`config.mk`:
```
export PLATFORM = sky130hd
export DESIGN_NAME = capture_period_wheel_speed_unit_flat
export DESIGN_NICKNAME = d
export VERILOG_FILES = /design/src/sv/cpws_pkg.sv /design/src/sv/cpws_req_if.sv /design/src/sv/cpws_rsp_if.sv /design/src/sv/cpws_datapath.sv /design/src/sv/cpws_controller.sv /design/src/sv/capture_period_wheel_speed_unit.sv /design/src/flat_wrapper.sv
export SDC_FILE = /design/constraint.sdc
export NUM_CORES = 1
export LEC_CHECK = 0
export BUFFER_PORTS_ARGS = -buffer_cell sky130_fd_sc_hd__buf_4
export CAP_MARGIN = 30
export CORE_MARGIN = 4
export CORE_UTILIZATION = 48
export DETAILED_ROUTE_END_ITERATION = 6
export HOLD_SLACK_MARGIN = 0.08
export PLACE_DENSITY = 0.65
export RECOVER_POWER = 100
export SLEW_MARGIN = 10
export SYNTH_ARGS = -nofsm -noshare
export SYNTH_HDL_FRONTEND = slang
export SYNTH_HIERARCHICAL = 1
export SYNTH_SLANG_ARGS = --single-unit
```
`constraint.sdc`:
```
create_clock -name clock -period 18.4 [get_ports clock]
set_input_delay 1.84 -clock clock [delete_from_list [all_inputs] [get_ports clock]]
set_output_delay 1.84 -clock clock [all_outputs]
set_load 0.05 [all_outputs]
```
`src/sv/cpws_pkg.sv`:
```
package cpws_pkg;

   // Field widths fixed by the channel definitions
   localparam int FUNC_BITS       = 1;
   localparam int TIMESTAMP_BITS  = 16;
   localparam int SUM_BITS        = 19;
   localparam int SPEED_BITS      = 32;
   localparam int WRAP_BITS       = 17;
   localparam int NUMERATOR_BITS  = 32;
   localparam int THRESHOLD_BITS  = 16;
   localparam int COUNT_BITS      = 16;
   localparam int CSR_INDEX_BITS  = 2;
   localparam int CSR_DATA_BITS   = 32;

   // Parameter defaults
   localparam int WINDOW_STAMPS_DEFAULT = 6;
   localparam int STAMP_BITS_DEFAULT    = 16;

   // Register reset values
   localparam logic [WRAP_BITS-1:0]      WRAP_PERIOD_RESET       = 17'd65000;
   localparam logic [NUMERATOR_BITS-1:0] SPEED_NUMERATOR_RESET   = 32'd1474560000;
   localparam logic [THRESHOLD_BITS-1:0] CAPTURE_THRESHOLD_RESET = 16'd100;

   localparam logic [SUM_BITS-1:0]   SUM_MAX   = '1;
   localparam logic [COUNT_BITS-1:0] COUNT_MAX = '1;
   localparam logic [SPEED_BITS-1:0] SPEED_MAX = '1;

   // Item codes
   localparam logic [FUNC_BITS-1:0] FUNC_CAPTURE = 1'b0;
   localparam logic [FUNC_BITS-1:0] FUNC_TICK    = 1'b1;

   // Register indexes
   localparam logic [CSR_INDEX_BITS-1:0] CSR_WRAP_PERIOD       = 2'd0;
   localparam logic [CSR_INDEX_BITS-1:0] CSR_SPEED_NUMERATOR   = 2'd1;
   localparam logic [CSR_INDEX_BITS-1:0] CSR_CAPTURE_THRESHOLD = 2'd2;

   typedef enum logic [1:0] {
      OUT_PLAIN = 2'd0,
      OUT_SPEED = 2'd1,
      OUT_SAT   = 2'd2
   } out_mode_type;

   typedef struct packed {
      logic         capture_load;
      logic         tick_load;
      logic         sum_step;
      logic         div_step;
      logic         result_load;
      out_mode_type out_mode;
   } cpws_cmd_type;

   typedef struct packed {
      logic update_due;
      logic sum_zero;
   } cpws_status_type;

endpackage

```
`src/sv/cpws_req_if.sv`:
```
interface cpws_req_if;
   import cpws_pkg::*;

   logic                      valid;
   logic                      ready;
   logic [FUNC_BITS-1:0]      func;
   logic [TIMESTAMP_BITS-1:0] timestamp;

   modport source (output valid, output func, output timestamp, input ready);
   modport sink   (input valid, input func, input timestamp, output ready);
endinterface

```
`src/sv/cpws_rsp_if.sv`:
```
interface cpws_rsp_if;
   import cpws_pkg::*;

   logic                  valid;
   logic                  ready;
   logic [SUM_BITS-1:0]   period_sum;
   logic [SPEED_BITS-1:0] speed;
   logic                  speed_valid;
   logic                  speed_saturated;

   modport source (output valid, output period_sum, output speed, output speed_valid,
                   output speed_saturated, input ready);
   modport sink   (input valid, input period_sum, input speed, input speed_valid,
                   input speed_saturated, output ready);
endinterface

```
`src/sv/cpws_datapath.sv`:
```
module cpws_datapath #(
   parameter int WINDOW_STAMPS = cpws_pkg::WINDOW_STAMPS_DEFAULT,
   parameter int STAMP_BITS    = cpws_pkg::STAMP_BITS_DEFAULT
) (
   input  logic                                  clock,
   input  logic                                  reset,
   input  cpws_pkg::cpws_cmd_type                cmd,
   output cpws_pkg::cpws_status_type             status,
   input  logic [cpws_pkg::TIMESTAMP_BITS-1:0]   timestamp,
   input  logic                                  csr_write_enable,
   input  logic [cpws_pkg::CSR_INDEX_BITS-1:0]   csr_index,
   input  logic [cpws_pkg::CSR_DATA_BITS-1:0]    csr_write_data,
   output logic [cpws_pkg::SUM_BITS-1:0]         period_sum,
   output logic [cpws_pkg::SPEED_BITS-1:0]       speed,
   output logic                                  speed_valid,
   output logic                                  speed_saturated
);
   import cpws_pkg::*;

   localparam int TERM_BITS = (STAMP_BITS > WRAP_BITS) ? STAMP_BITS : WRAP_BITS;
   localparam int ACC_BITS  = ((TERM_BITS > SUM_BITS) ? TERM_BITS : SUM_BITS) + 1;

   logic [WRAP_BITS-1:0]      wrap_ff;
   logic [NUMERATOR_BITS-1:0] numerator_ff;
   logic [THRESHOLD_BITS-1:0] threshold_ff;

   logic [STAMP_BITS-1:0] window_ff  [WINDOW_STAMPS];
   logic [STAMP_BITS-1:0] window_in  [WINDOW_STAMPS];
   logic [STAMP_BITS-1:0] scratch_ff [WINDOW_STAMPS];
   logic [STAMP_BITS-1:0] scratch_in [WINDOW_STAMPS];
   logic [COUNT_BITS-1:0] count_ff;
   logic [COUNT_BITS-1:0] count_in;
   logic [SUM_BITS-1:0]   window_sum_ff;
   logic [SUM_BITS-1:0]   window_sum_in;

   logic [TERM_BITS-1:0]  term;
   logic [ACC_BITS-1:0]   acc_wide;

   logic [SUM_BITS-1:0]   rem_ff;
   logic [SUM_BITS-1:0]   rem_in;
   logic [SPEED_BITS-1:0] quo_ff;
   logic [SPEED_BITS-1:0] quo_in;
   logic [SUM_BITS:0]     div_shift;
   logic [SUM_BITS:0]     div_diff;
   logic                  div_fits;

   logic [SUM_BITS-1:0]   period_sum_ff;
   logic [SPEED_BITS-1:0] speed_ff;
   logic                  speed_valid_ff;
   logic                  speed_saturated_ff;

   // Configuration registers; writes to an unused index drop
   always_ff @(posedge clock) begin
      if (reset) begin
         wrap_ff      <= WRAP_PERIOD_RESET;
         numerator_ff <= SPEED_NUMERATOR_RESET;
         threshold_ff <= CAPTURE_THRESHOLD_RESET;
      end else if (csr_write_enable) begin
         unique case (csr_index)
            CSR_WRAP_PERIOD:       wrap_ff      <= csr_write_data[WRAP_BITS-1:0];
            CSR_SPEED_NUMERATOR:   numerator_ff <= csr_write_data[NUMERATOR_BITS-1:0];
            CSR_CAPTURE_THRESHOLD: threshold_ff <= csr_write_data[THRESHOLD_BITS-1:0];
            default: ;
         endcase
      end
   end

   // Interval term from the two lowest scratch taps
   always_comb begin
      logic [TERM_BITS-1:0] hi;
      logic [TERM_BITS-1:0] lo;
      logic [TERM_BITS-1:0] back;
      logic [TERM_BITS-1:0] wrap_ext;
      hi       = TERM_BITS'(scratch_ff[1]);
      lo       = TERM_BITS'(scratch_ff[0]);
      wrap_ext = TERM_BITS'(wrap_ff);
      back     = lo - hi;
      if (hi >= lo) begin
         term = hi - lo;
      end else if (wrap_ext >= back) begin
         term = wrap_ext - back;
      end else begin
         term = '0;
      end
      acc_wide = ACC_BITS'(window_sum_ff) + ACC_BITS'(term);
   end

   always_comb begin
      for (int k = 0; k < WINDOW_STAMPS; k++) begin
         window_in[k]  = window_ff[k];
         scratch_in[k] = scratch_ff[k];
      end
      count_in      = count_ff;
      window_sum_in = window_sum_ff;
      if (cmd.capture_load) begin
         // Advance the window and copy it for the summing pass
         for (int k = 0; k < WINDOW_STAMPS - 1; k++) begin
            window_in[k] = window_ff[k+1];
         end
         window_in[WINDOW_STAMPS-1] = STAMP_BITS'(timestamp);
         for (int k = 0; k < WINDOW_STAMPS; k++) begin
            scratch_in[k] = window_in[k];
         end
         if (count_ff != COUNT_MAX) begin
            count_in = count_ff + COUNT_BITS'(1);
         end
         window_sum_in = '0;
      end else if (cmd.sum_step) begin
         for (int k = 0; k < WINDOW_STAMPS - 1; k++) begin
            scratch_in[k] = scratch_ff[k+1];
         end
         if (acc_wide > ACC_BITS'(SUM_MAX)) begin
            window_sum_in = SUM_MAX;
         end else begin
            window_sum_in = acc_wide[SUM_BITS-1:0];
         end
      end else if (cmd.tick_load) begin
         count_in = '0;
      end
   end

   always_ff @(posedge clock) begin
      if (reset) begin
         for (int k = 0; k < WINDOW_STAMPS; k++) begin
            window_ff[k] <= '0;
         end
         count_ff      <= '0;
         window_sum_ff <= '0;
      end else begin
         window_ff     <= window_in;
         count_ff      <= count_in;
         window_sum_ff <= window_sum_in;
      end
   end

   always_ff @(posedge clock) begin
      scratch_ff <= scratch_in;
   end

   // Restoring divider, one quotient bit a step
   assign div_shift = {rem_ff, quo_ff[SPEED_BITS-1]};
   assign div_diff  = div_shift - {1'b0, window_sum_ff};
   assign div_fits  = (div_shift >= {1'b0, window_sum_ff});

   always_comb begin
      rem_in = rem_ff;
      quo_in = quo_ff;
      if (cmd.tick_load) begin
         rem_in = '0;
         quo_in = numerator_ff;
      end else if (cmd.div_step) begin
         rem_in = div_fits ? div_diff[SUM_BITS-1:0] : div_shift[SUM_BITS-1:0];
         quo_in = {quo_ff[SPEED_BITS-2:0], div_fits};
      end
   end

   always_ff @(posedge clock) begin
      rem_ff <= rem_in;
      quo_ff <= quo_in;
   end

   always_ff @(posedge clock) begin
      if (cmd.result_load) begin
         period_sum_ff <= window_sum_ff;
         unique case (cmd.out_mode)
            OUT_SPEED: begin
               speed_ff           <= quo_ff;
               speed_valid_ff     <= 1'b1;
               speed_saturated_ff <= 1'b0;
            end
            OUT_SAT: begin
               speed_ff           <= SPEED_MAX;
               speed_valid_ff     <= 1'b1;
               speed_saturated_ff <= 1'b1;
            end
            default: begin
               speed_ff           <= '0;
               speed_valid_ff     <= 1'b0;
               speed_saturated_ff <= 1'b0;
            end
         endcase
      end
   end

   assign status.update_due = (count_ff > COUNT_BITS'(threshold_ff));
   assign status.sum_zero   = (window_sum_ff == '0);

   assign period_sum      = period_sum_ff;
   assign speed           = speed_ff;
   assign speed_valid     = speed_valid_ff;
   assign speed_saturated = speed_saturated_ff;

endmodule

```
`src/sv/cpws_controller.sv`:
```
module cpws_controller #(
   parameter int WINDOW_STAMPS = cpws_pkg::WINDOW_STAMPS_DEFAULT
) (
   input  logic                             clock,
   input  logic                             reset,
   input  logic                             req_valid,
   input  logic [cpws_pkg::FUNC_BITS-1:0]   req_func,
   output logic                             req_ready,
   output logic                             rsp_valid,
   input  logic                             rsp_ready,
   input  cpws_pkg::cpws_status_type        status,
   output cpws_pkg::cpws_cmd_type           cmd
);
   import cpws_pkg::*;

   localparam int SUM_STEPS  = WINDOW_STAMPS - 1;
   localparam int STEP_COUNT = (SUM_STEPS > SPEED_BITS) ? SUM_STEPS : SPEED_BITS;
   localparam int STEP_BITS  = (STEP_COUNT > 1) ? $clog2(STEP_COUNT) : 1;

   typedef enum logic [3:0] {
      ST_IDLE = 4'b0001,
      ST_SUM  = 4'b0010,
      ST_DIV  = 4'b0100,
      ST_DONE = 4'b1000
   } state_type;

   state_type            state_ff;
   state_type            state_in;
   logic [STEP_BITS-1:0] step_ff;
   logic [STEP_BITS-1:0] step_in;
   out_mode_type         mode_ff;
   out_mode_type         mode_in;
   logic                 rsp_valid_ff;
   logic                 rsp_valid_in;
   logic                 accept;
   logic                 rsp_free;

   assign req_ready = (state_ff == ST_IDLE);
   assign accept    = req_valid && req_ready;
   assign rsp_free  = !rsp_valid_ff || rsp_ready;

   always_comb begin
      state_in         = state_ff;
      step_in          = step_ff;
      mode_in          = mode_ff;
      cmd              = '0;
      cmd.out_mode     = mode_ff;
      unique case (state_ff)
         ST_IDLE: begin
            step_in = '0;
            if (accept) begin
               if (req_func == FUNC_CAPTURE) begin
                  cmd.capture_load = 1'b1;
                  mode_in          = OUT_PLAIN;
                  state_in         = ST_SUM;
               end else if (status.update_due) begin
                  cmd.tick_load = 1'b1;
                  if (status.sum_zero) begin
                     mode_in  = OUT_SAT;
                     state_in = ST_DONE;
                  end else begin
                     mode_in  = OUT_SPEED;
                     state_in = ST_DIV;
                  end
               end else begin
                  mode_in  = OUT_PLAIN;
                  state_in = ST_DONE;
               end
            end
         end
         ST_SUM: begin
            cmd.sum_step = 1'b1;
            step_in      = step_ff + STEP_BITS'(1);
            if (step_ff == STEP_BITS'(SUM_STEPS - 1)) begin
               state_in = ST_DONE;
            end
         end
         ST_DIV: begin
            cmd.div_step = 1'b1;
            step_in      = step_ff + STEP_BITS'(1);
            if (step_ff == STEP_BITS'(SPEED_BITS - 1)) begin
               state_in = ST_DONE;
            end
         end
         ST_DONE: begin
            // Hold until the output slot frees up
            if (rsp_free) begin
               cmd.result_load = 1'b1;
               state_in        = ST_IDLE;
            end
         end
         default: begin
            state_in = ST_IDLE;
         end
      endcase
   end

   always_comb begin
      if (cmd.result_load) begin
         rsp_valid_in = 1'b1;
      end else if (rsp_ready) begin
         rsp_valid_in = 1'b0;
      end else begin
         rsp_valid_in = rsp_valid_ff;
      end
   end

   always_ff @(posedge clock) begin
      if (reset) begin
         state_ff     <= ST_IDLE;
         step_ff      <= '0;
         mode_ff      <= OUT_PLAIN;
         rsp_valid_ff <= 1'b0;
      end else begin
         state_ff     <= state_in;
         step_ff      <= step_in;
         mode_ff      <= mode_in;
         rsp_valid_ff <= rsp_valid_in;
      end
   end

   assign rsp_valid = rsp_valid_ff;

endmodule

```
`src/sv/capture_period_wheel_speed_unit.sv`:
```
// Wheel-speed meter fed by input-capture timestamps. Each request beat is either a
// capture (func = 0), which shifts its timestamp into a window of WINDOW_STAMPS entries,
// counts the capture (saturating at 65535) and re-sums the WINDOW_STAMPS-1 intervals,
// or a control tick (func = 1), which, when the capture count exceeds
// capture_threshold, reports speed = speed_numerator / period_sum in Q16.16 with
// speed_valid set and clears the count. A zero sum gives all-ones speed with
// speed_saturated set. A backward timestamp step has wrap_period added; the sum
// saturates at 2^19-1. Every request beat yields exactly one response beat.
// A capture shifts the window and then runs the sum pass, one window interval
// summed per cycle, before the response register loads; an updating tick with a
// nonzero sum runs a restoring divider producing one quotient bit per cycle before
// the response loads; any other tick goes straight to loading the response.
// One item is in flight at a time; the next request beat is taken while the previous
// response still waits in its output register, and a stalled response holds the
// block only when the next result is ready to load.
// Registers are written through csr_* at any idle time: 0 wrap_period,
// 1 speed_numerator, 2 capture_threshold; other indexes are ignored.
module capture_period_wheel_speed_unit #(
   parameter int WINDOW_STAMPS = cpws_pkg::WINDOW_STAMPS_DEFAULT,
   parameter int STAMP_BITS    = cpws_pkg::STAMP_BITS_DEFAULT
) (
   input  logic                                clock,
   input  logic                                reset,
   cpws_req_if.sink                            req_bus,
   cpws_rsp_if.source                          rsp_bus,
   input  logic                                csr_write_enable,
   input  logic [cpws_pkg::CSR_INDEX_BITS-1:0] csr_index,
   input  logic [cpws_pkg::CSR_DATA_BITS-1:0]  csr_write_data
);
   import cpws_pkg::*;

   cpws_cmd_type    cmd;
   cpws_status_type status;

   // Sequencer: accepts beats, steps the sum and divide passes, loads the result
   cpws_controller #(
      .WINDOW_STAMPS (WINDOW_STAMPS)
   ) u_controller (
      .clock     (clock),
      .reset     (reset),
      .req_valid (req_bus.valid),
      .req_func  (req_bus.func),
      .req_ready (req_bus.ready),
      .rsp_valid (rsp_bus.valid),
      .rsp_ready (rsp_bus.ready),
      .status    (status),
      .cmd       (cmd)
   );

   // Window, count, interval summer, divider, configuration and result registers
   cpws_datapath #(
      .WINDOW_STAMPS (WINDOW_STAMPS),
      .STAMP_BITS    (STAMP_BITS)
   ) u_datapath (
      .clock            (clock),
      .reset            (reset),
      .cmd              (cmd),
      .status           (status),
      .timestamp        (req_bus.timestamp),
      .csr_write_enable (csr_write_enable),
      .csr_index        (csr_index),
      .csr_write_data   (csr_write_data),
      .period_sum       (rsp_bus.period_sum),
      .speed            (rsp_bus.speed),
      .speed_valid      (rsp_bus.speed_valid),
      .speed_saturated  (rsp_bus.speed_saturated)
   );

endmodule
```
`src/flat_wrapper.sv`:
```
// flat-port wrapper written by rule: the top's interface ports become plain ports
module capture_period_wheel_speed_unit_flat import cpws_pkg::*;
#(
   parameter int WINDOW_STAMPS = cpws_pkg::WINDOW_STAMPS_DEFAULT,
   parameter int STAMP_BITS    = cpws_pkg::STAMP_BITS_DEFAULT
)
  (clock, reset, csr_write_enable, csr_index, csr_write_data, req_bus_valid, req_bus_func, req_bus_timestamp, req_bus_ready, rsp_bus_valid, rsp_bus_period_sum, rsp_bus_speed, rsp_bus_speed_valid, rsp_bus_speed_saturated, rsp_bus_ready);
  cpws_req_if req_bus_i ();
  cpws_rsp_if rsp_bus_i ();
  input  logic clock;
  input  logic reset;
  input  logic csr_write_enable;
  input  logic [cpws_pkg::CSR_INDEX_BITS-1:0] csr_index;
  input  logic [cpws_pkg::CSR_DATA_BITS-1:0] csr_write_data;
  input wire logic [$bits(req_bus_i.valid)-1:0] req_bus_valid;
  input wire logic [$bits(req_bus_i.func)-1:0] req_bus_func;
  input wire logic [$bits(req_bus_i.timestamp)-1:0] req_bus_timestamp;
  output wire logic [$bits(req_bus_i.ready)-1:0] req_bus_ready;
  output wire logic [$bits(rsp_bus_i.valid)-1:0] rsp_bus_valid;
  output wire logic [$bits(rsp_bus_i.period_sum)-1:0] rsp_bus_period_sum;
  output wire logic [$bits(rsp_bus_i.speed)-1:0] rsp_bus_speed;
  output wire logic [$bits(rsp_bus_i.speed_valid)-1:0] rsp_bus_speed_valid;
  output wire logic [$bits(rsp_bus_i.speed_saturated)-1:0] rsp_bus_speed_saturated;
  input wire logic [$bits(rsp_bus_i.ready)-1:0] rsp_bus_ready;
  assign req_bus_i.valid = req_bus_valid;
  assign req_bus_i.func = req_bus_func;
  assign req_bus_i.timestamp = req_bus_timestamp;
  assign req_bus_ready = req_bus_i.ready;
  assign rsp_bus_valid = rsp_bus_i.valid;
  assign rsp_bus_period_sum = rsp_bus_i.period_sum;
  assign rsp_bus_speed = rsp_bus_i.speed;
  assign rsp_bus_speed_valid = rsp_bus_i.speed_valid;
  assign rsp_bus_speed_saturated = rsp_bus_i.speed_saturated;
  assign rsp_bus_i.ready = rsp_bus_ready;
  capture_period_wheel_speed_unit #(.WINDOW_STAMPS(WINDOW_STAMPS), .STAMP_BITS(STAMP_BITS)) u_core (.clock(clock), .reset(reset), .req_bus(req_bus_i), .rsp_bus(rsp_bus_i), .csr_write_enable(csr_write_enable), .csr_index(csr_index), .csr_write_data(csr_write_data));
endmodule
```
# Yosys cells after proc, flatten, opt, wreduce, memory -nomap -nowiden
# Cells that the tools add are included.
# word_totals
word_cells,112
in_bits,56
ff_bits,392
output_inout_bits,55
# op_classes
n_lt_le_gt_ge,5
reduce_logical,19
mux,38
n_eq_ne,17
addsub,7
# ops
op,n
two-way mux 80 bit,2
two-way mux 16 bit,4
two-way mux 32 bit,2
case mux 32 bit (2 select lines),1
two-way mux 19 bit,2
two-way mux 17 bit,2
subtractor 16 x 16 -> 17 bit,2
two-way mux 4 bit,7
adder 19 x 17 -> 20 bit,1
>= comparator 20 x 19 -> 1 bit,1
"greater-than comparator 20 x 19 -> 1 bit, second input constant",1
logical NOT 19 bit,1
subtractor 19 bit,1
>= comparator 17 bit,1
subtractor 17 bit,1
"adder 16 x 1 -> 16 bit, second input constant",1
>= comparator 16 bit,1
greater-than comparator 16 bit,1
"inequality test 16 bit, second input constant",1
case mux 4 bit (4 select lines),1
two-way mux 1 bit,11
two-way mux 2 bit,5
case mux 5 bit (2 select lines),1
nonzero test 2 bit,5
19 further kinds,30

# Logic depth before layout (Yosys ltp)
# Gate-level depths: netlist of run 1.
# logic_depth
depth_word,8
mapped_depth,29
depth_no_buf,28

# Cells and area by module
# Netlist of run 1, hierarchy kept.
# by_module_without_submodules
module,n_inst,area_per_inst_um2,cells_each,seq_area_each_um2
cpws_datapath,1,19107.1,1996,9419.0
cpws_controller,1,680.7,79,240.2

# Least setup slack after synthesis of run 1
# Ideal clock, no wire load.
# synth_timing
kind,flip-flop to flip-flop
startpoint,register u_core/u_datapath/scratch_ff[67] (netlist name)
endpoint,register u_core.u_datapath.window_sum_ff[14]
period_less_slack_ps,5876
required_ps,18281
path_buffers,2
stages_incl_launch_ff,29
path_slack_ps,12524
arrival_time_ps,5758
setup_ps,119
path_cell_list,edfxtp_1 > inv_1 > ha_1 > buf_2 > a21o_1 > a21oi_1 > o21ai_0 > a21o_1 > a2111oi_0 > nor2_1 > xnor2_1 > ha_1 > o21a_1 > o21ai_0 > nand2b_1 > a21oi_1 > o21ba_2 > nand2_1 > buf_2 > o22ai_1 > ha_1 > fa_1 > a211oi_1 > nor2_1 > o41ai_1 > a31oi_1 > a311oi_1 > xnor2_1 > o221a_2
# synth_via
elab_chain_cells,7
word_cells_on_any_way,10
classes_between,add/sub: 4; order compare: 3; mux: 3
# synth_lines
item,line_no,source
from (decl),cpws_datapath.sv:29,logic [STAMP_BITS-1:0] scratch_ff [WINDOW_STAMPS];
from (signal assigned),cpws_datapath.sv:137,scratch_ff <= scratch_in;
subtractor 16 x 16 -> 17 bit,cpws_datapath.sv:77,back = lo - hi;
subtractor 17 bit or >= comparator 17 bit (tied branches),"cpws_datapath.sv:81, cpws_datapath.sv:80",
two-way mux 17 bit,cpws_datapath.sv:80,end else if (wrap_ext >= back) begin
two-way mux 17 bit (*),cpws_datapath.sv:78,if (hi >= lo) begin
adder 19 x 17 -> 20 bit (*),cpws_datapath.sv:85,acc_wide = ACC_BITS'(window_sum_ff) + ACC_BITS'(term);
greater-than comparator 20 x 19 -> 1 bit,cpws_datapath.sv:112,if (acc_wide > ACC_BITS'(SUM_MAX)) begin
two-way mux 19 bit (*),cpws_datapath.sv:112,
to (signal assigned),cpws_datapath.sv:132,window_sum_ff <= window_sum_in;
to (decl),cpws_datapath.sv:33,logic [SUM_BITS-1:0] window_sum_ff;
# Every way passes the cells marked *; elsewhere a longest branch is shown, timed or not.
# A chain may end at the register's enable or synchronous reset.

==> impl_metrics.csv, run 1 <==
group,metric,value,unit
drt,viasPerCell,5.42,
drt,drc,0,
run_status,failed_checks,"capacitance limit, slew limit",
global_routing,grt_pass1_vias,14060,
global_routing,grt_most_used_layer,"met2",
synthesis,netlist_top_cells_area,"edfxtp_1 27%, dfxtp_1 21%, ha_1 6.8%",
timing,hold_viol_final,0,
worst_setup_path,rr_startpoint,"u_core/u_controller/state_ff[1]",
drt,drt_iter0_markers,935,
global_routing,globalRouteOverflowTotal,0,
clock_network,cts_max_path_buffers,3,
drt,vias,14696,
min_path,hp-start,"u_core/u_datapath/numerator_ff[15]",
drt,post_drt_wl_per_cell,16.4,um
timing,max_freq,0.103,GHz
synthesis,synth_mux_area_share,3.19,%
layout,antenna_cells,0,
floorplan,fp.dieArea,44500,um2
global_routing,track_usage,19.4,%
clock_network,cts_setup_buffers,0,
clock_network,clk_latency,0.56,ns
timing,worst_pin_slew,3.77,ns
run_status,status,"finished with violations",
timing,setup_viol,0,
synthesis,syn_inst,2075,
clock_network,cts_hold_buf,0,
min_path,hold_depth,2,
power,p_per_area,102,nW/um2
place,place.gp.congestion,0.918,
worst_setup_path,worstPathArrival,9.85,ns
power,power.leakage,8.25,nW
power,max-vdd-ir-drop,0.0688,mV
clock_network,cts_tree,"yes",
timing,tns,0,ns
synthesis,async_reset_ff_share,0,%
synthesis,synth_top_family_by_area,"compound AO/OA/AOI/OAI gates",
synthesis,synth_ff_type,"dfxtp_1",
layout,drive_above_1_share,8.39,%
global_routing,grt_use_met3,2.64,%
drt,routed_wl,44.6,mm
place,place.detailed.hpwl,32.0,mm
synthesis,synth_top_area_share,27.5,%
layout,nNetsFinal,2315,
global_routing,grt_pass1_wl,71.7,mm
worst_setup_path,reg2reg_to,"u_core/u_datapath/scratch_ff[25]",
synthesis,synth_compound_area_share,17.5,%
floorplan,start_util,48.5,%
drt,dr.pass1.iters,5,
worst_setup_path,critPathKind,"in2reg",
min_path,worst_hold_path_type,"reg2reg",
worst_setup_path,worstPathMaxFanout,104,
worst_setup_path,cp_data_required_time,18.54,ns
synthesis,avgSynthCellArea,9.54,um2
synthesis,synth_cell_types,76,
drt,drtAntennaViolNets,0,
synthesis,synth_edf_count,181,
synthesis,synth_simple_gate_area_share,14.9,%
timing,fin_skew,0.0234,ns
global_routing,use_met1,26.3,%
clock_network,clk_pin_slew,0.05,ns
synthesis,synth_seq_cells,392,
worst_setup_path,r2r_setup_slack,8.82,ns
global_routing,grt_max_degree,133,
synthesis,synth_adder_area_share,7.27,%
floorplan,rows,74,
clock_network,cts.repair.resized,0,
flow_run,max_cap_violations,10,
global_routing,grt_use_met2,32.7,%
layout,stdcell_area,22100,um2
clock_network,cts_sinks,392,
layout,areaGrowthSynthToFinish,11.9,%
worst_setup_path,cp-end-kind,"flip-flop",
floorplan,core,40800,um2
place,port_buffers,110,
synthesis,synth_area_leader_cell,"edfxtp_1",
clock_network,htree_levels,2,
synthesis,syn_area,19800,um2
global_routing,antenna_found_initial,0,
floorplan,top_level_ports,111,
synthesis,ys_seq_area_share,48.8,%
timing,period_minus_slack,9.71,ns
timing,finalMaxSlewViolations,578,
clock_network,cts_made_buffers,42,
timing,relSlewSlack,-151,%
place,place_area,21100,um2
floorplan,die_h,211,um
worst_setup_path,cp-start-kind,"primary input",
floorplan,die_w,211,um
timing,rsz0062_at_grt,"false",
worst_setup_path,r2r_cells,9,
clock_network,cts_root_buffer,"clkbuf_16",
min_path,min_to,"u_core/u_datapath/numerator_ff[15]",
synthesis,syn_nets,2243,
synthesis,synth_xor_area_share,3.14,%
timing,period_share,52.7,%
synthesis,ys.warnings.count,6,
[per-stage QoR]
step	total power, W	hold WS [ns]	setup WS [ns]	instances	utilization (%)
3_3_place_gp	0.00142	0.441	11.79	2627	51.4
5_1_grt	0.00237	0.472	7.46	2712	54.2
6_report	0.00225	0.454	8.69	2712	54.2
3_5_place_dp	0.00143	0.445	11.53	2634	51.7
2_1_floorplan	0.00132	0.432	12.52	2075	-
4_1_cts	0.00228	0.452	11.52	2711	55.2
[power breakdown]
part | total (W) | internal (W) | switching, W
sequential | 0.000971 | 0.000954 | 0.0000176
combinational | 0.000439 | 0.000166 | 0.000274
clock | 0.000844 | 0.000511 | 0.000333
total | 0.00225 | 0.00163 | 0.000624
[layout by cell type, fill, tap and decap left out, drive strengths merged, types with 34 or more instances in the layout]
cell type	count
dfxtp	211
inv	164
nand2	236
clkbuf	158
nand3	34
buf	41
xor2	34
edfxtp	181
a21oi	220
nor2	136
o21ai	146
xnor2	37
nand2b	83
ha	107
[layer usage]
layer / share of wire, % / vias to the layer above
met1: 46 / 6875
met2: 48 / 279
met5: 0 / -
met3: 3.7 / 64
met4: 2.5 / 0
li1: - / 7478
[cell families after synthesis]
kind of cell | Yosys count
compound gates | 557
xor+xnor | 71
mux | 59
flops | 392
fa+ha+maj | 112
buf+inv | 265
simple gates | 619
[critical path, cell delays in order]
cell and delay (ns):
clkbuf_1 0.16, nand2_1 0.09, nor2_1 0.41, clkbuf_1 0.90, clkbuf_1 2.44, clkbuf_1 0.84, clkbuf_1 2.59, o21ai_0 0.43
[area by class of cell]
class | instances | area [um2]
repair buffers | 130 | 702
clock inverters | 8 | 85.1
well taps | 532 | 666
fillers | 3722 | 18700
inverters | 163 | 613
clock buffers | 69 | 1340
flip-flops and latches | 392 | 9660
multi-input cells | 1418 | 9070
[synth_stat cells, drive strengths merged (4+ instances only)]
cell type / instances
xor2: 34
nor3: 14
o31a: 4
fa: 5
a31oi: 8
a211o: 17
nor4: 10
nand4: 12
nor2b: 26
clkbuf: 88
inv: 163
o311ai: 4
nand3b: 13
o32ai: 4
buf: 14
a21o: 28
nand3: 34
nand2: 236
nor2: 136
o21ai: 146
and2: 5
o211ai: 13
a21oi: 220
o41ai: 7
o21a: 14
o22ai: 12
or3: 10
mux2i: 27
edfxtp: 181
nand2b: 83
a221oi: 6
o31ai: 4
xnor2: 37
dfxtp: 211
nor3b: 4
mux2: 32
or4: 6
o21bai: 5
or2: 5
a32oi: 6
ha: 107
o221a: 17
a211oi: 15
a311oi: 11
and3: 15
[worst max-delay path by stage]
stage | startpoint | to | slack (ns) | depth (start not counted)
after floorplan | u_core/u_datapath/scratch_ff[67] | u_core/u_datapath/window_sum_ff[14] | 12.52 | 28
after global placement | u_core/u_datapath/scratch_ff[80] | u_core/u_datapath/window_sum_ff[2] | 11.79 | 26
after detailed placement | u_core/u_datapath/scratch_ff[80] | u_core/u_datapath/window_sum_ff[10] | 11.53 | 26
final | req_bus_valid | u_core/u_datapath/scratch_ff[25] | 8.69 | 8
after CTS | u_core/u_datapath/scratch_ff[80] | u_core/u_datapath/window_sum_ff[10] | 11.52 | 26
after global routing | req_bus_valid | u_core/u_datapath/scratch_ff[91] | 7.46 | 8
[flip-flops by register name, summed over array words and instances (netlist names)]
register and count:
u_core/u_controller/step_ff 5, u_core/u_datapath/quo_ff 32, u_core/u_datapath/period_sum 19, u_core/u_datapath/speed_saturated 1, u_core/u_datapath/wrap_ff 17, u_core/u_datapath/scratch_ff 96
u_core/u_datapath/speed 32, u_core/u_datapath/window_sum_ff 19, u_core/u_datapath/window_ff 80, u_core/u_controller/state_ff 4, u_core/u_datapath/threshold_ff 16, u_core/u_controller/rsp_valid 1
u_core/u_datapath/speed_valid 1, u_core/u_controller/mode_ff 2, u_core/u_datapath/count_ff 16, u_core/u_datapath/rem_ff 19, u_core/u_datapath/numerator_ff 32
(Power assumes the default switching activity.)
==> run 2: changes to the inputs <==
--- a/config.mk
+++ b/config.mk
@@ -11,7 +11,7 @@
 export CORE_UTILIZATION = 48
 export DETAILED_ROUTE_END_ITERATION = 6
 export HOLD_SLACK_MARGIN = 0.08
-export PLACE_DENSITY = 0.65
+export PLACE_DENSITY = 0.68
 export RECOVER_POWER = 100
 export SLEW_MARGIN = 10
 export SYNTH_ARGS = -nofsm -noshare
==> constraint.sdc (replaced) <==
create_clock -name clock -period 7.8 [get_ports clock]
set_input_delay 0.78 -clock clock [delete_from_list [all_inputs] [get_ports clock]]
set_output_delay 0.78 -clock clock [all_outputs]
set_load 0.05 [all_outputs]
==> run 2 against run 1 <==
The flow still finishes with violations (capacitance limit, slew limit). Final cell count fell by 0.11%. Sequential share of layout area barely moved. Critical path depth rose by 16. Clock skew rose by 0.0069 ns. Sequential power rose by 140%. Design area barely moved. Power rose by 130%. Clock power rose by 130%. Via count rose by 0.84%. Largest power group unchanged. Highest routed layer unchanged.
==> impl_metrics.csv, run 2 (synthesized netlist as in run 1, its figures left out) <==
group,metric,value,unit
drt,routed_wl,44.5,mm
place,place.gp.congestion,0.942,
layout,areaGrowthSynthToFinish,11.8,%
floorplan,core,40800,um2
place,place.detailed.hpwl,31.3,mm
layout,layout_common_cells,"236 x nand2_1, 220 x a21oi_1, 211 x dfxtp_1",
power,totalPowerFinal,0.00527,W
drt,drtAntennaViolNets,0,
clock_network,cts_sinks,392,
global_routing,grt_max_degree,265,
drt,dr.pass1.iters,5,
floorplan,rows,74,
layout,reg_top3,"u_core/u_datapath/scratch_ff: 96 flops, u_core/u_datapath/window_ff: 80 flops",
timing,setup_viol,0,
clock_network,cts_root_buffer,"clkbuf_16",
drt,drt_iter0_markers,1041,
layout,antenna_cells,0,
global_routing,grt_pass1_wl,72.0,mm
worst_setup_path,r2r_setup_slack,0.89,ns
layout,finalNonFillerCells,2709,
global_routing,globalRouteOverflowTotal,0,
worst_setup_path,cp_num_cells,24,
power,max-vdd-ir-drop,0.214,mV
worst_setup_path,worstSetupStartpoint,"u_core/u_datapath/scratch_ff[67]",
flow_run,max_cap_violations,6,
worst_setup_path,cp-start-kind,"flip-flop",
worst_setup_path,worstPathCellList,"inv_1 -> ha_1 -> a21o_1 -> a21oi_1 -> o21ai_0 -> a21o_1 -> a2111oi_0 -> nor2_1 -> xnor2_1 -> ha_1 -> o21a_1 -> o21ai_0 -> nand2b_1 -> a21oi_1 -> o21ba_2 -> nand2_1 -> o22ai_1 -> ha_1 -> nand3_1 -> or4_4 -> o21ai_2 -> nor2_1 -> o41ai_4 -> o221a_2",
global_routing,antenna_found_initial,0,
min_path,worst_hold_path_type,"in2reg",
timing,worst_pin_slew,4.29,ns
timing,max_freq,0.145,GHz
power,power.leakage,8.25,nW
layout,drive_above_1_share,8.68,%
worst_setup_path,worstPathMaxFanout,17,
clock_network,cts_setup_buffers,0,
clock_network,cts_tree,"yes",
timing,fin_skew,0.0303,ns
drt,viasPerCell,5.47,
power,p_per_area,238,nW/um2
timing,rsz0062_at_grt,"false",
clock_network,htree_levels,2,
global_routing,grt_pass1_vias,14134,
floorplan,start_util,48.5,%
run_status,failed_checks,"capacitance limit, slew limit",
drt,drc,0,
place,dpl_worst_slack,0.900,ns
worst_setup_path,critPathKind,"reg2reg",
floorplan,die_h,211,um
timing,relSlewSlack,-186,%
layout,layout_commonest_cell,"nand2_1",
timing,finalMaxSlewViolations,547,
worst_setup_path,path_buf_inv,1,
drt,vias,14819,
timing,period_minus_slack,6.91,ns
worst_setup_path,crit_path_end,"u_core/u_datapath/window_sum_ff[2]",
clock_network,cts.repair.resized,0,
worst_setup_path,worstPathArrival,7.41,ns
timing,period_share,88.6,%
worst_setup_path,cp-end-kind,"flip-flop",
floorplan,fp.dieArea,44500,um2
worst_setup_path,r2r_cells,24,
clock_network,clk_latency,0.57,ns
clock_network,clk_pin_slew,0.06,ns
worst_setup_path,reg2reg_to,"u_core/u_datapath/window_sum_ff[2]",
timing,fin_ws,0.892,ns
timing,tns,0,ns
worst_setup_path,rr_startpoint,"u_core/u_datapath/scratch_ff[67]",
worst_setup_path,crit_family,"compound AO/OA/AOI/OAI gates",
run_status,status,"finished with violations",
place,port_buffers,110,
layout,nNetsFinal,2311,
layout,largest_reg_flops,96,
drt,post_drt_wl_per_cell,16.4,um
floorplan,top_level_ports,111,
place,place_inst,2630,
clock_network,cts_made_buffers,42,
layout,regMostFlops,"u_core/u_datapath/scratch_ff",
timing,hold_viol_final,0,
floorplan,die_w,211,um
worst_setup_path,cp_slowest_stage_delay,0.81,ns
global_routing,track_usage,19.5,%
min_path,hp-start,"req_bus_timestamp[2]",
clock_network,cts_hold_buf,0,
worst_setup_path,cp_slowest_cell,"o41ai_4",
timing,whs,0.425,ns
clock_network,cts_max_path_buffers,3,
worst_setup_path,cp_data_required_time,8.31,ns
worst_setup_path,critical_path.most_common_cell,"ha_1",
## run 2: worst min path at each step
stage                     cells past startpoint  slack [ns]                                  to
final                                         1        0.43     u_core/u_datapath/scratch_ff[2]
after CTS                                     1        0.37     u_core/u_datapath/scratch_ff[2]
after global routing                          1        0.40     u_core/u_datapath/scratch_ff[2]
after global placement                        2        0.44  u_core/u_datapath/numerator_ff[11]
after floorplan                               2        0.43  u_core/u_datapath/numerator_ff[23]
after detailed placement                      2        0.45   u_core/u_datapath/numerator_ff[0]
## run 2: layer usage
metal / routed length (um) / track usage (%) / share of wire, % / vias up
li1: - / - / - / 7452
met1: 20300 / 26.7 / 46 / 6956
met2: 20700 / 31.7 / 47 / 316
met3: 2010 / 3.28 / 4.5 / 95
met4: 1470 / 6.75 / 3.3 / 0
met5: 0 / 0 / 0 / -
## run 2: cell type report
class,count,area (um2)
well taps,532,666
fillers,3654,18700
inverters,163,613
flip-flops and latches,392,9660
clock inverters,17,128
repair buffers,126,707
clock buffers,61,1240
multi-input cells,1418,9120
## run 2: power by group
group / leakage (nW) / internal, W / switching [W] / total, W
combinational: 4.27 / 0.000396 / 0.000646 / 0.00104
clock: 0.671 / 0.00114 / 0.000805 / 0.00194
sequential: 3.31 / 0.00225 / 0.0000416 / 0.00229
total: 8.25 / 0.00378 / 0.00149 / 0.00527
## run 2: per-stage QoR
stage	cell area [um2]	utilization, %
2_1_floorplan	19800	-
3_3_place_gp	21000	51.4
3_5_place_dp	21100	51.6
4_1_cts	22400	54.9
5_1_grt	22100	54.2
6_report	22100	54.2
==> run 3: changes to the inputs <==
==> constraint.sdc (replaced) <==
create_clock -name clock -period 7.8 [get_ports clock]
set_input_delay 0.39 -clock clock [delete_from_list [all_inputs] [get_ports clock]]
set_output_delay 0.39 -clock clock [all_outputs]
set_load 0.05 [all_outputs]
==> run 3 against run 2 <==
The run still ends with capacitance limit, slew limit left. Clock power about the same. Clock skew down 0.00051 ns. Count of clock-buffer cells in the layout unchanged. Combinational power about the same. Worst hold slack worse by 0.31 ns. Routed wire length up 1.1%. Critical path type unchanged.
==> impl_metrics.csv, run 3 (synthesized netlist as in run 1, its figures left out) <==
group,metric,value,unit
run_status,status,"finished with violations",
run_status,failed_checks,"capacitance limit, slew limit",
clock_network,cts_root_buffer,"clkbuf_16",
clock_network,cts_setup_buffers,0,
worst_setup_path,critical_path.most_common_cell,"ha_1",
drt,vias,14971,
timing,worst_pin_slew,3.60,ns
clock_network,cts_max_path_buffers,3,
timing,period_share,88.5,%
floorplan,rows,74,
global_routing,globalRouteOverflowTotal,0,
global_routing,grt_pass1_vias,14420,
timing,hold_viol_final,0,
worst_setup_path,cp-end-kind,"flip-flop",
layout,nNetsFinal,2357,
worst_setup_path,rr_startpoint,"u_core/u_datapath/scratch_ff[67]",
clock_network,clk_latency,0.57,ns
worst_setup_path,cp-start-kind,"flip-flop",
timing,rsz0062_at_grt,"false",
worst_setup_path,cp_slowest_cell,"o41ai_4",
timing,period_minus_slack,6.90,ns
floorplan,core,40800,um2
clock_network,cts_sinks,392,
power,switching_share,28.3,%
drt,drtAntennaViolNets,0,
power,p_per_area,234,nW/um2
floorplan,top_level_ports,111,
timing,relSlewSlack,-140,%
drt,drt_iter0_markers,1031,
layout,antenna_cells,0,
global_routing,grt_max_degree,265,
place,port_buffers,110,
layout,regMostFlops,"u_core/u_datapath/scratch_ff",
place,place.detailed.hpwl,31.3,mm
drt,post_drt_wl_per_cell,16.3,um
layout,layout_commonest_cell,"nand2_1",
layout,reg_top3,"u_core/u_datapath/scratch_ff: 96 flops, u_core/u_datapath/window_ff: 80 flops",
layout,fillCellCount,3586,
power,max-vdd-ir-drop,0.213,mV
layout,largest_reg_flops,96,
min_path,hp-start,"csr_write_data[4]",
worst_setup_path,worstPathMaxFanout,17,
floorplan,fp.dieArea,44500,um2
drt,drc,0,
min_path,worst_hold_path_type,"in2reg",
worst_setup_path,reg2reg_to,"u_core/u_datapath/window_sum_ff[2]",
power,power.leakage,8.45,nW
drt,viasPerCell,5.43,
layout,stdcell_area,22600,um2
power,totalPowerFinal,0.00530,W
place,place_area,21100,um2
global_routing,antenna_found_initial,0,
layout,areaGrowthSynthToFinish,14.2,%
layout,seq_area,9660,um2
global_routing,grt_pass1_wl,73.1,mm
clock_network,cts_made_buffers,42,
worst_setup_path,r2r_setup_slack,0.90,ns
timing,fin_skew,0.0298,ns
layout,multi_input_area,9110,um2
power,p_int,0.00380,W
worst_setup_path,worstPathCellList,"inv_1 -> ha_1 -> a21o_1 -> a21oi_1 -> o21ai_0 -> a21o_1 -> a2111oi_0 -> nor2_1 -> xnor2_1 -> ha_1 -> o21a_1 -> o21ai_0 -> nand2b_1 -> a21oi_1 -> o21ba_2 -> nand2_1 -> o22ai_1 -> ha_1 -> nand3_1 -> or4_4 -> o21ai_2 -> nor2_1 -> o41ai_4 -> o221a_2",
global_routing,track_usage,19.8,%
floorplan,die_w,211,um
power,p_seq_share,43.2,%
layout,drive_above_1_share,8.55,%
place,place.gp.congestion,0.942,
layout,layout_common_cells,"236 x nand2_1, 220 x a21oi_1, 211 x dfxtp_1",
drt,routed_wl,45.0,mm
worst_setup_path,worstSetupStartpoint,"u_core/u_datapath/scratch_ff[67]",
worst_setup_path,cp_slowest_stage_delay,0.81,ns
worst_setup_path,crit_path_end,"u_core/u_datapath/window_sum_ff[2]",
timing,setup_viol,0,
timing,max_freq,0.145,GHz
timing,finalMaxSlewViolations,348,
timing,tns,0,ns
flow_run,max_cap_violations,6,
power,power_switching,0.00150,W
drt,dr.pass1.iters,5,
clock_network,htree_levels,2,
worst_setup_path,r2r_cells,24,
worst_setup_path,critPathKind,"reg2reg",
power,power_frac_comb,20.0,%
worst_setup_path,cp_data_required_time,8.30,ns
worst_setup_path,worstPathArrival,7.41,ns
floorplan,start_util,48.5,%
power,clock_power_share,36.8,%
floorplan,die_h,211,um
clock_network,clk_pin_slew,0.06,ns
clock_network,cts.repair.resized,0,
clock_network,cts_tree,"yes",
clock_network,cts_hold_buf,46,
run 3: changes by cell type in the layout (fill, tap and decap cells not counted), sizes merged:
cell / before / now
clkbuf: 143 / 142
buf: 44 / 45
dlygate4sd3: 0 / 46
clkinvlp: 0 / 1
clkinv: 15 / 14
run 3: per-stage QoR:
stage	worst slack [ns]	cells	utilization, %	hold WS (ns)
5_1_grt	0.192	2755	55.4	0.116
6_report	0.898	2755	55.4	0.112
2_1_floorplan	1.92	2075	-	0.432
3_3_place_gp	1.10	2625	51.4	0.439
4_1_cts	0.877	2754	56.1	0.0807
3_5_place_dp	0.900	2630	51.6	0.447
run 3: worst min path at each step:
stage | endpoint | slack (ns) | depth (start not counted)
after detailed placement | u_core/u_datapath/numerator_ff[0] | 0.45 | 2
after floorplan | u_core/u_datapath/numerator_ff[23] | 0.43 | 2
after CTS | u_core/u_datapath/wrap_ff[4] | 0.08 | 3
after global routing | u_core/u_datapath/threshold_ff[4] | 0.12 | 3
final | u_core/u_datapath/threshold_ff[4] | 0.11 | 3
after global placement | u_core/u_datapath/numerator_ff[11] | 0.44 | 2
run 3: routing by layer:
metal  vias to the layer above  track usage (%)  part of all wire (%)
met2                       292             32.3                    47
li1                       7543                -                     -
met5                         -                0                     0
met4                         0             6.93                   3.2
met3                        93             3.37                   4.1
met1                      7043             26.9                    46
run 3: final cells by class:
type                            instances  share of cell area, %
Inverter                              163                   2.71
Clock inverter                         17                  0.565
Sequential cell                       392                   42.7
Tap cell                              532                   2.94
Multi-Input combinational cell       1418                   40.3
Timing Repair Buffer                  172                   5.28
Clock buffer                           61                   5.47
run 3: power groups by stage:
stage,clock [W],combinational [W],sequential [W]
6_report,0.00195,0.00106,0.00229
3_5_place_dp,0,0.00104,0.00233
3_3_place_gp,0,0.00103,0.00233
5_1_grt,0.00209,0.00117,0.00230
2_1_floorplan,0,0.000757,0.00235
4_1_cts,0.00201,0.00106,0.00229
run 3: critical path: cells and delay by family, from the launching register on:
kind	cells	cell delay, ns
compound gates	13	3.61
simple gates	6	1.42
fa+ha+maj	3	1.21
flops	1	0.35
xor+xnor	1	0.17
buf+inv	1	0.06
